[config.mk]
export PLATFORM = sky130hd
export DESIGN_NAME = es_descriptor_parser
export DESIGN_NICKNAME = d
export VERILOG_FILES = /design/src/sv/edp_pkg.sv /design/src/sv/edp_step.sv /design/src/sv/es_descriptor_parser.sv
export SDC_FILE = /design/constraint.sdc
export NUM_CORES = 1
export LEC_CHECK = 0
export BUFFER_PORTS_ARGS = -buffer_cell sky130_fd_sc_hd__buf_2
export CORE_MARGIN = 1
export CORE_UTILIZATION = 60
export CTS_CLUSTER_DIAMETER = 120
export CTS_CLUSTER_SIZE = 12
export DETAILED_ROUTE_END_ITERATION = 8
export HOLD_SLACK_MARGIN = 0.12
export PLACE_DENSITY = 0.82
export SLEW_MARGIN = 20
export SYNTH_ARGS = -nofsm -noshare
export SYNTH_HDL_FRONTEND = slang
export SYNTH_SLANG_ARGS = --single-unit
export TNS_END_PERCENT = 50
[constraint.sdc]
create_clock -name clk -period 7 [get_ports clk]
set_clock_uncertainty 0.2 [all_clocks]
set_input_delay 0.35 -clock clk [delete_from_list [all_inputs] [get_ports clk]]
set_output_delay 0.35 -clock clk [all_outputs]
set_load 0.03 [all_outputs]
[src/sv/edp_pkg.sv]
// shared types, codes and constants of the es descriptor parser
package edp_pkg;

    localparam int unsigned SizeWidth = 28;
    localparam int unsigned CountWidth = 3;
    localparam logic [5:0] AudioStreamType = 6'h05;
    localparam logic [SizeWidth-1:0] CfgFieldsBytes = SizeWidth'(13);
    localparam logic [CountWidth-1:0] SizeGroupsMax = CountWidth'(4);

    typedef enum logic [4:0] {
        PH_OUTER_TAG   = 5'd0,
        PH_OUTER_SIZE  = 5'd1,
        PH_ESID        = 5'd2,
        PH_FLAGS       = 5'd3,
        PH_DEP_ID      = 5'd4,
        PH_OCR_ID      = 5'd5,
        PH_CFG_TAG     = 5'd6,
        PH_CFG_SIZE    = 5'd7,
        PH_OBJ_TYPE    = 5'd8,
        PH_STREAM_TYPE = 5'd9,
        PH_BUF_SIZE    = 5'd10,
        PH_MAX_BR      = 5'd11,
        PH_AVG_BR      = 5'd12,
        PH_INFO_TAG    = 5'd13,
        PH_INFO_SIZE   = 5'd14,
        PH_INFO_DATA   = 5'd15
    } phase_t;

    typedef enum logic [2:0] {
        KIND_ES_ID       = 3'd0,
        KIND_OBJECT_TYPE = 3'd1,
        KIND_BUFFER_SIZE = 3'd2,
        KIND_MAX_BITRATE = 3'd3,
        KIND_AVG_BITRATE = 3'd4,
        KIND_INFO_BYTE   = 3'd5,
        KIND_STATUS      = 3'd6
    } kind_t;

    typedef enum logic [2:0] {
        ST_OK           = 3'd0,
        ST_BAD_ES_TAG   = 3'd1,
        ST_URL          = 3'd2,
        ST_BAD_CFG_TAG  = 3'd3,
        ST_NOT_AUDIO    = 3'd4,
        ST_BAD_INFO_TAG = 3'd5,
        ST_TRUNC        = 3'd6
    } status_t;

    typedef enum logic [1:0] {
        REG_ES_TAG     = 2'd0,
        REG_CONFIG_TAG = 2'd1,
        REG_INFO_TAG   = 2'd2
    } reg_index_t;

    typedef struct packed {
        phase_t                 phase;
        logic [CountWidth-1:0]  field_cnt;
        logic [31:0]            field_acc;
        logic [SizeWidth-1:0]   size_acc;
        logic [CountWidth-1:0]  size_cnt;
        logic [1:0]             opt_flags;
        logic [SizeWidth-1:0]   cfg_size;
        logic [SizeWidth-1:0]   info_left;
        logic                   finished;
    } parse_state_t;

    typedef struct packed {
        logic [7:0] es_tag;
        logic [7:0] config_tag;
        logic [7:0] info_tag;
    } tags_t;

    typedef struct packed {
        logic        have;
        kind_t       kind;
        logic [31:0] value;
        status_t     status;
        logic        done;
    } result_t;

    localparam parse_state_t ParseClear = '{
        phase:     PH_OUTER_TAG,
        field_cnt: '0,
        field_acc: '0,
        size_acc:  '0,
        size_cnt:  '0,
        opt_flags: '0,
        cfg_size:  '0,
        info_left: '0,
        finished:  1'b0
    };

endpackage

[src/sv/edp_step.sv]
// next parse state and result for one descriptor byte
module edp_step
    import edp_pkg::*;
(
    input  parse_state_t cur,
    input  tags_t        tags,
    input  logic [7:0]   data_byte,
    input  logic         last,
    output parse_state_t nxt,
    output result_t      res
);

    logic [SizeWidth-1:0]  size_shift;
    logic [CountWidth-1:0] size_inc;
    logic                  size_end;
    logic [31:0]           field_shift;
    logic [CountWidth-1:0] field_inc;
    logic [1:0]            flags_new;
    logic [SizeWidth-1:0]  info_dec;

    // shared accumulator arithmetic
    always_comb
    begin
        size_shift  = {cur.size_acc[SizeWidth-8:0], data_byte[6:0]};
        size_inc    = cur.size_cnt + CountWidth'(1);
        size_end    = !data_byte[7] || (size_inc >= SizeGroupsMax);
        field_shift = {cur.field_acc[23:0], data_byte};
        field_inc   = cur.field_cnt + CountWidth'(1);
        flags_new   = {data_byte[7], data_byte[5]};
        info_dec    = cur.info_left - SizeWidth'(1);
    end

    // per phase decode
    always_comb
    begin
        nxt = cur;
        res = '{have: 1'b0, kind: KIND_STATUS, value: '0, status: ST_OK, done: 1'b0};

        if (!cur.finished)
        begin
            case (cur.phase)
                PH_OUTER_TAG:
                begin
                    if (data_byte != tags.es_tag)
                    begin
                        res.have   = 1'b1;
                        res.done   = 1'b1;
                        res.status = ST_BAD_ES_TAG;
                    end
                    else
                    begin
                        nxt.phase    = PH_OUTER_SIZE;
                        nxt.size_acc = '0;
                        nxt.size_cnt = '0;
                    end
                end
                PH_OUTER_SIZE:
                begin
                    nxt.size_acc = size_shift;
                    nxt.size_cnt = size_end ? '0 : size_inc;
                    if (size_end)
                    begin
                        nxt.phase     = PH_ESID;
                        nxt.field_acc = '0;
                    end
                end
                PH_ESID:
                begin
                    nxt.field_acc = field_shift;
                    nxt.field_cnt = field_inc;
                    if (field_inc >= CountWidth'(2))
                    begin
                        nxt.field_cnt = '0;
                        nxt.phase     = PH_FLAGS;
                        res.have      = 1'b1;
                        res.kind      = KIND_ES_ID;
                        res.value     = {16'h0000, field_shift[15:0]};
                    end
                end
                PH_FLAGS:
                begin
                    if (data_byte[6])
                    begin
                        res.have   = 1'b1;
                        res.done   = 1'b1;
                        res.status = ST_URL;
                    end
                    else
                    begin
                        nxt.opt_flags = flags_new;
                        if (flags_new[1])
                            nxt.phase = PH_DEP_ID;
                        else if (flags_new[0])
                            nxt.phase = PH_OCR_ID;
                        else
                            nxt.phase = PH_CFG_TAG;
                    end
                end
                PH_DEP_ID:
                begin
                    nxt.field_acc = field_shift;
                    nxt.field_cnt = field_inc;
                    if (field_inc >= CountWidth'(2))
                    begin
                        nxt.field_cnt = '0;
                        nxt.opt_flags = {1'b0, cur.opt_flags[0]};
                        nxt.phase     = cur.opt_flags[0] ? PH_OCR_ID : PH_CFG_TAG;
                    end
                end
                PH_OCR_ID:
                begin
                    nxt.field_acc = field_shift;
                    nxt.field_cnt = field_inc;
                    if (field_inc >= CountWidth'(2))
                    begin
                        nxt.field_cnt = '0;
                        nxt.opt_flags = '0;
                        nxt.phase     = PH_CFG_TAG;
                    end
                end
                PH_CFG_TAG:
                begin
                    if (data_byte != tags.config_tag)
                    begin
                        res.have   = 1'b1;
                        res.done   = 1'b1;
                        res.status = ST_BAD_CFG_TAG;
                    end
                    else
                    begin
                        nxt.phase    = PH_CFG_SIZE;
                        nxt.size_acc = '0;
                        nxt.size_cnt = '0;
                    end
                end
                PH_CFG_SIZE:
                begin
                    nxt.size_acc = size_shift;
                    nxt.size_cnt = size_end ? '0 : size_inc;
                    if (size_end)
                    begin
                        nxt.cfg_size = size_shift;
                        nxt.phase    = PH_OBJ_TYPE;
                    end
                end
                PH_OBJ_TYPE:
                begin
                    res.have  = 1'b1;
                    res.kind  = KIND_OBJECT_TYPE;
                    res.value = {24'h000000, data_byte};
                    nxt.phase = PH_STREAM_TYPE;
                end
                PH_STREAM_TYPE:
                begin
                    if (data_byte[7:2] != AudioStreamType)
                    begin
                        res.have   = 1'b1;
                        res.done   = 1'b1;
                        res.status = ST_NOT_AUDIO;
                    end
                    else
                    begin
                        nxt.phase     = PH_BUF_SIZE;
                        nxt.field_acc = '0;
                        nxt.field_cnt = '0;
                    end
                end
                PH_BUF_SIZE:
                begin
                    nxt.field_acc = field_shift;
                    nxt.field_cnt = field_inc;
                    if (field_inc >= CountWidth'(3))
                    begin
                        nxt.field_cnt = '0;
                        nxt.field_acc = '0;
                        nxt.phase     = PH_MAX_BR;
                        res.have      = 1'b1;
                        res.kind      = KIND_BUFFER_SIZE;
                        res.value     = {8'h00, field_shift[23:0]};
                    end
                end
                PH_MAX_BR:
                begin
                    nxt.field_acc = field_shift;
                    nxt.field_cnt = field_inc;
                    if (field_inc >= CountWidth'(4))
                    begin
                        nxt.field_cnt = '0;
                        nxt.field_acc = '0;
                        nxt.phase     = PH_AVG_BR;
                        res.have      = 1'b1;
                        res.kind      = KIND_MAX_BITRATE;
                        res.value     = field_shift;
                    end
                end
                PH_AVG_BR:
                begin
                    nxt.field_acc = field_shift;
                    nxt.field_cnt = field_inc;
                    if (field_inc >= CountWidth'(4))
                    begin
                        nxt.field_cnt = '0;
                        res.have      = 1'b1;
                        res.kind      = KIND_AVG_BITRATE;
                        res.value     = field_shift;
                        if (cur.cfg_size > CfgFieldsBytes)
                            nxt.phase = PH_INFO_TAG;
                        else
                            res.done = 1'b1;
                    end
                end
                PH_INFO_TAG:
                begin
                    if (data_byte != tags.info_tag)
                    begin
                        res.have   = 1'b1;
                        res.done   = 1'b1;
                        res.status = ST_BAD_INFO_TAG;
                    end
                    else
                    begin
                        nxt.phase    = PH_INFO_SIZE;
                        nxt.size_acc = '0;
                        nxt.size_cnt = '0;
                    end
                end
                PH_INFO_SIZE:
                begin
                    nxt.size_acc = size_shift;
                    nxt.size_cnt = size_end ? '0 : size_inc;
                    if (size_end)
                    begin
                        nxt.info_left = size_shift;
                        if (size_shift == '0)
                        begin
                            // empty payload ends the parse with a plain ok
                            res.have = 1'b1;
                            res.done = 1'b1;
                        end
                        else
                            nxt.phase = PH_INFO_DATA;
                    end
                end
                PH_INFO_DATA:
                begin
                    res.have      = 1'b1;
                    res.kind      = KIND_INFO_BYTE;
                    res.value     = {24'h000000, data_byte};
                    nxt.info_left = info_dec;
                    if (info_dec == '0)
                        res.done = 1'b1;
                end
                default:
                begin
                    nxt = cur;
                end
            endcase

            // input ran out before the parse completed
            if (!res.done && last)
            begin
                res.have   = 1'b1;
                res.done   = 1'b1;
                res.kind   = KIND_STATUS;
                res.value  = '0;
                res.status = ST_TRUNC;
            end

            if (res.done)
                nxt.finished = 1'b1;
        end

        // a final byte always returns the parse to the start
        if (last)
            nxt = ParseClear;
    end

endmodule

[src/sv/es_descriptor_parser.sv]
// es descriptor parser top level: tag registers, parse state and result register
// result: registered, and on the output in the cycle after its byte's transaction
// throughput: one byte per cycle; in_ready drops only while a result waits
//   and out_ready is low, since the single result register is the only buffer
// reset: rst_n clears the parse state and the result valid and sets the tags
//   to 3, 4 and 5; no clearing pass is needed
module es_descriptor_parser
    import edp_pkg::*;
(
    input  logic        clk,
    input  logic        rst_n,
    input  logic        cfg_we,
    input  logic [1:0]  cfg_index,
    input  logic [7:0]  cfg_data,
    input  logic        in_valid,
    output logic        in_ready,
    input  logic [7:0]  data_byte,
    input  logic        last,
    output logic        out_valid,
    input  logic        out_ready,
    output logic [2:0]  field_kind,
    output logic [31:0] value,
    output logic [2:0]  status,
    output logic        done_res
);

    tags_t        tags_reg;
    parse_state_t state_reg;
    parse_state_t state_next;
    result_t      res_next;
    logic         in_acc;
    logic         out_valid_reg;
    kind_t        kind_reg;
    logic [31:0]  value_reg;
    status_t      status_reg;
    logic         done_reg;

    // tag registers
    always_ff @(posedge clk or negedge rst_n)
    begin
        if (!rst_n)
        begin
            tags_reg <= '{es_tag: 8'd3, config_tag: 8'd4, info_tag: 8'd5};
        end
        else if (cfg_we)
        begin
            case (reg_index_t'(cfg_index))
                REG_ES_TAG:     tags_reg.es_tag     <= cfg_data;
                REG_CONFIG_TAG: tags_reg.config_tag <= cfg_data;
                REG_INFO_TAG:   tags_reg.info_tag   <= cfg_data;
                default:        tags_reg            <= tags_reg;
            endcase
        end
    end

    // handshake
    assign in_ready = !out_valid_reg || out_ready;
    assign in_acc   = in_valid && in_ready;

    // byte decode
    edp_step u_step (
        .cur       (state_reg),
        .tags      (tags_reg),
        .data_byte (data_byte),
        .last      (last),
        .nxt       (state_next),
        .res       (res_next)
    );

    // parse state
    always_ff @(posedge clk or negedge rst_n)
    begin
        if (!rst_n)
            state_reg <= ParseClear;
        else if (in_acc)
            state_reg <= state_next;
    end

    // result register valid
    always_ff @(posedge clk or negedge rst_n)
    begin
        if (!rst_n)
            out_valid_reg <= 1'b0;
        else if (in_acc)
            out_valid_reg <= res_next.have;
        else if (out_ready)
            out_valid_reg <= 1'b0;
    end

    // result register payload
    always_ff @(posedge clk)
    begin
        if (in_acc && res_next.have)
        begin
            kind_reg   <= res_next.kind;
            value_reg  <= res_next.value;
            status_reg <= res_next.status;
            done_reg   <= res_next.done;
        end
    end

    assign out_valid  = out_valid_reg;
    assign field_kind = kind_reg;
    assign value      = value_reg;
    assign status     = status_reg;
    assign done_res   = done_reg;

    // an error code only travels in a status-only transaction
    assert property (@(posedge clk) disable iff (!rst_n)
        out_valid_reg |-> (status_reg == ST_OK || kind_reg == KIND_STATUS))
        else $error("error status on a field transaction");

    // status-only transactions carry a zero value and are final
    assert property (@(posedge clk) disable iff (!rst_n)
        (out_valid_reg && kind_reg == KIND_STATUS) |-> (value_reg == '0 && done_reg))
        else $error("status-only transaction with value or not final");

    // a final byte returns the parse to the start
    assert property (@(posedge clk) disable iff (!rst_n)
        (in_acc && last) |=> (state_reg.phase == PH_OUTER_TAG && !state_reg.finished))
        else $error("parse not cleared after final byte");

    // bytes other than a final one after a finished parse give no result and keep it finished
    assert property (@(posedge clk) disable iff (!rst_n)
        (in_acc && state_reg.finished && !last) |=> (state_reg.finished && !out_valid_reg))
        else $error("byte after finished parse produced a result");

endmodule

# --- Word level (Yosys, flattened, before mapping) ---
# Cells that the tools add are included.
word_totals:
  ff_bits: 178
op_classes:
  n_addsub: 3
  n_lt_le_gt_ge: 5
  n_eq_ne: 39
  muxes: 67
  n_reduce_logical: 34
ops:
  columns: ["operator", "count"]
  rows:
  - ["$mux W130", 2]
  - ["$mux W40", 6]
  - ["$pmux W35 S6", 1]
  - ["$pmux W32 S5", 1]
  - ["$mux W36", 4]
  - ["$pmux W31 S4", 1]
  - ["$mux W31", 3]
  - ["$pmux W5 S15", 1]
  - ["$logic_not A28 Y1", 2]
  - ["$mux W28", 2]
  - ["$pmux W28 S2", 1]
  - ["$mux W5", 9]
  - ["$eq A5 B4 Y1 const B", 8]
  - ["$mux W32", 1]
  - ["$mux W8", 4]
  - ["$ne A3 B2 Y1 const B", 10]
  - ["$gt A28 B4 Y1 const B", 1]
  - ["$sub A28 B1 Y28 const B", 1]
  - ["$ne A8 B8 Y1", 3]
  - ["$pmux W3 S7", 1]
  - ["$eq A5 B3 Y1 const B", 4]
  - ["$reduce_and A19 Y1", 1]
  - ["$ne A3 B3 Y1 const B", 6]
  - ["$reduce_bool A16 Y1", 1]
  - ["34 further kinds", 74]

# --- Depth between registers and ports, before layout ---
depth:
  ltp_word: 13
  mapped_depth: 11

# --- By module ---
# A second synthesis with hierarchy kept.
unflattened:
  cells_unflattened: 1265
  hier_area_um2: 12433.2
by_module_without_submodules:
  columns: ["module", "n_inst", "cells_per_inst", "area_per_inst_um2", "seq_area_each_um2"]
  rows:
  - ["es_descriptor_parser", 1, 370, 7379.6, 5056.1]
  - ["edp_step", 1, 895, 5053.6, 0.0]

# --- Least setup slack after synthesis ---
# OpenSTA, ideal clock, no wires.
synth_timing:
  path_kind: "register -> register"
  start: "register state_reg[122] in the netlist's numbering"
  end: "register done_reg (netlist: done_res), enable pin"
  arrival_ns: 3.289
  t_required_ns: 6.275
  setup_slack_ns: 2.986
  path_stages_with_launch: 9
  path_buffers: 0
  cell_sequence: "dfrtp_1 ha_1 xnor2_1 o21ai_0 a32oi_1 a21boi_2 nand3_1 o21ai_0 nand2_1"
synth_via:
  elab_chain_len: 11
synth_rtl:
  columns: ["item", "line", "rtl"]
  rows:
  - ["start, declared", "es_descriptor_parser.sv:28", "parse_state_t state_reg;"]
  - ["start signal, assigned", "es_descriptor_parser.sv:74", "state_reg <= ParseClear;"]
  - ["start signal, assigned", "es_descriptor_parser.sv:76", "state_reg <= state_next;"]
  - ["$add A3 B1 Y3 (*)", "edp_step.sv:28", "field_inc = cur.field_cnt + CountWidth'(1);"]
  - ["$ge A3 B3 Y1", "edp_step.sv:186, edp_step.sv:200", null]
  - ["$mux W1", "edp_step.sv:200", "if (field_inc >= CountWidth'(4))"]
  - ["$pmux W1 S8", "edp_step.sv:41", "case (cur.phase)"]
  - ["$mux W1", "edp_step.sv:39", "if (!cur.finished)"]
  - ["$logic_not A1 Y1", "edp_step.sv:260", "if (!res.done && last)"]
  - ["$logic_and A1 B1 Y1", "edp_step.sv:260", null]
  - ["$mux W40 (*)", "edp_step.sv:260", null]
  - ["$mux W40 (*) (2 in a row)", "edp_step.sv:39", null]
  - ["$logic_and A1 B1 Y1 (*)", "es_descriptor_parser.sv:93", "if (in_acc && res_next.have)"]
  - ["end signal, assigned", "es_descriptor_parser.sv:98", "done_reg <= res_next.done;"]
  - ["end, declared", "es_descriptor_parser.sv:36", "logic done_reg;"]
# Mark *: on every way between the ends. The rest lies on a longest branch, timed or not. The select of a mux whose other input is x is not followed.
# A chain may end at the register's enable or synchronous reset.

# --- Final worst setup path ---
layout_timing:
  start: "register state_reg[127] in the netlist's numbering"
  end: "register kind_reg[2] (netlist: field_kind[2]), data pin"
layout_via:
  elab_chain_len: 7
layout_rtl:
  columns: ["item", "line", "rtl"]
  rows:
  - ["$eq A5 B4 Y1 (tied with other cells)", "edp_step.sv:41", null]
  - ["$pmux W1 S8", "edp_step.sv:41", null]
  - ["$mux W1", "edp_step.sv:39", null]
  - ["$logic_not A1 Y1", "edp_step.sv:260", null]
  - ["$logic_and A1 B1 Y1", "edp_step.sv:260", null]
  - ["$mux W40 (*)", "edp_step.sv:260", null]
  - ["$mux W40 (*)", "edp_step.sv:39", null]
  - ["end signal, assigned", "es_descriptor_parser.sv:95", "kind_reg <= res_next.kind;"]
  - ["end, declared", "es_descriptor_parser.sv:33", "kind_t kind_reg;"]
# Marks and branches as above.

==> run metrics <==
result of the run finished, final reports clean; Slew Viols, Final 0; cts bufs inserted 17; RD Place Congestion 0.945; non-filler cells in the finished layout 1191; vias in the first global route 7301; library cell used as clock root buffer clkbuf_16; global-route wire length before repair 39.1 mm; Routed WL 24.2 mm; Pleak 4.27 nW; headroom to the max-slew limit 0.255; y dimension of the die 126 microns; Switch Pwr 1.29 mW; P_int 2.00 mW; commonest non-fill, non-tap cell in the layout dfrtp_1; fraction of final layout cells sized beyond drive strength 1 0.191; maximum number of pins on one net before global-route repair 80; CTS tree yes; register area share after synthesis 0.497; number of enable flip-flop cells after synthesis 39; routed via count divided by cell count 6.57; Flop pwr share 0.405; Power Dens Cells 315 nW/um^2; clock-pin slew on the worst setup and hold paths 0.07 ns; Worst-Margin Slew 1.11 ns; Worst Setup End Kind register; Setup TNS Final 0 ns; power share of the clock group 0.280; data arrival time of the critical path 4.29 ns; mapped cell area 9270 sq um; footprint of the multi-input gates 4300 sq um; Switching Share 0.391; IR Drop Worst-Case VDD 185 uV; number of buffers on the longest clock path 2; Async SR Flop Fraction 0.778; WP data required 6.98 ns; count of max-cap constraint violations 0; Port-buffer cells 64; number of levels the H-tree was split into 4; number of flip-flops under the largest register name 112; flip-flop and latch count after synthesis 176; post-synthesis instance total 947; Placed Cells incl. Taps 1144; setup repair after global routing missed its margin no; Crit Path Category reg2reg; power share of the combinational group 0.316; leading cell types in the layout, fill and taps excluded dfrtp_1 (132), nand2_1 (113), o21ai_0 (78); grt ovf 0; minimum period implied by the final worst setup slack 4.31 ns; Pwr Total 3.29 mW; Synthesized Nets 976; CTS-repair resized insts 0; CP Launch Type register; f_max 0.232 GHz; Synth cell types 70; Core Box Area 15100 sq um; Die X-Extent 126 microns; Placement Rows 45; yosys synthesis warning count 0; number of antenna violations at the first check in global routing 0; number of filler cells placed in the layout 1089; Detailed Place HPWL 15.5 mm; post-route setup slack 2.69 ns; drt wl/cell 20.3 microns; number of DRC violations after detailed routing 0; Post-Synthesis Mean Instance Area 9.78 sq um; number of nets still failing antenna checks after routing 0; 1st-iter DRT viols 829; number of nets in the final layout 1019; biggest fanout along the worst timing path 37; Synth Flop Type dfrtp_1; source-to-sink clock delay at the later pin of the worst-skew pair 0.44 ns; total die area 15900 sq um; type of the most critical hold path in2reg; Post-Place Worst Slack 2.81 ns; Area Growth Syn to Fin 12.5%; total area of sequential cells 4610 sq um; GRT Total Usage 0.318; initial core utilization 0.612; utilization of the core after routing 0.688; Final setup violation count 0; number of I/O pins 65; Inserted Diodes 0; share of the cycle needed by the critical path after routing 0.615; first drt pass iteration count 5; total number of vias 7825; number of failing hold endpoints at the final stage 0; Clock Sinks 176
[path summary, 6_finish.rpt]
path                           startpoint             end  slack (ns)  cells past startpoint
max                        state_reg[127]   field_kind[2]        2.69                      8
min                          data_byte[4]   state_reg[66]        0.15                      3
max reg2reg                state_reg[127]   field_kind[2]        2.69                      8
min reg2reg                 state_reg[32]   state_reg[32]        0.28                      2
max in group asynchronous           rst_n  state_reg[113]        5.03                      3
min in group asynchronous           rst_n   state_reg[19]        0.32                      2
[layout make-up]
cell class / instances / area share
clock buffers: 17 / 0.0408
clock inverters: 15 / 0.0146
inverters: 29 / 0.0104
multi-input cells: 673 / 0.412
flip-flops and latches: 176 / 0.442
well taps: 188 / 0.0226
repair buffers: 93 / 0.0575
[cell usage after synthesis, drive strengths merged (3+ instances only)]
master,n,area (sq um)
a211oi,4,30.0
a21o,3,22.5
a21oi,55,275
a22o,24,210
a22oi,4,30.0
a32oi,3,26.3
and2,6,37.5
and3,3,18.8
buf,10,61.3
clkbuf,59,221
dfrtp,132,3300
dfstp,5,131
edfxtp,39,1170
ha,5,62.6
inv,29,109
mux2,34,383
mux2i,15,150
nand2,113,424
nand2b,5,31.3
nand3,9,45.0
nand3b,4,30.0
nand4,16,100
nor2,60,225
nor2b,6,37.5
nor3,36,180
nor4,59,444
nor4b,10,134
o211ai,4,30.0
o21a,3,22.5
o21ai,82,410
o22ai,8,50.1
o31ai,18,135
or2,4,25.0
or3,13,83.8
or4,7,65.1
xnor2,5,43.8
xor2,27,236
[kinds of logic (layout without fill, tap and decap cells)]
logic type | count (synthesis) | count (layout) | synth area share
and+or+nand+nor | 363 | 363 | 0.216
AOI/OAI and AO/OA | 224 | 224 | 0.150
DFF | 176 | 176 | 0.497
buffers and inverters | 98 | 154 | 0.0423
muxes | 49 | 49 | 0.0575
xor gates and xnor gates | 32 | 32 | 0.0302
adders and majority gates | 5 | 5 | 0.00675
[power by group through the flow]
stage | Clock (mW) | Sequential [mW] | Combinational (mW)
2_1_floorplan | 0 | 1.44 | 0.640
3_5_place_dp | 0 | 1.34 | 1.00
5_1_grt | 0.969 | 1.34 | 1.12
3_3_place_gp | 0 | 1.34 | 1.00
4_1_cts | 0.927 | 1.33 | 1.02
6_report | 0.919 | 1.33 | 1.04
[critical path, stage by stage (launching register included)]
cell and delay, ns:
dfrtp_1 0.93, and4_1 0.48, nand4_1 0.13, or4_1 0.41
a2111o_1 0.40, or4_4 0.58, nor4b_4 0.15, buf_4 0.30
or3_1 0.43
[routing by layer]
metal | up-vias | global-route usage | share of wire
li1 | 3575 | - | -
met1 | 3792 | 0.431 | 0.41
met2 | 385 | 0.499 | 0.47
met3 | 73 | 0.0688 | 0.084
met4 | 0 | 0.133 | 0.031
met5 | - | 0 | 0
[per-stage QoR]
stage | instance area [sq um] | hold WS, ns
final | 10400 | 0.150
after global placement | 9670 | 0.237
after detailed placement | 9670 | 0.238
after floorplan | 9270 | -0.146
after CTS | 10400 | 0.136
after global routing | 10400 | 0.156
[what timing repair did]
item	4_1_cts	5_1_grt
buffers inserted	0	0
hold buffers	14	0
hold endpoints to repair	103	0
Power figures use the tool's default switching activity.
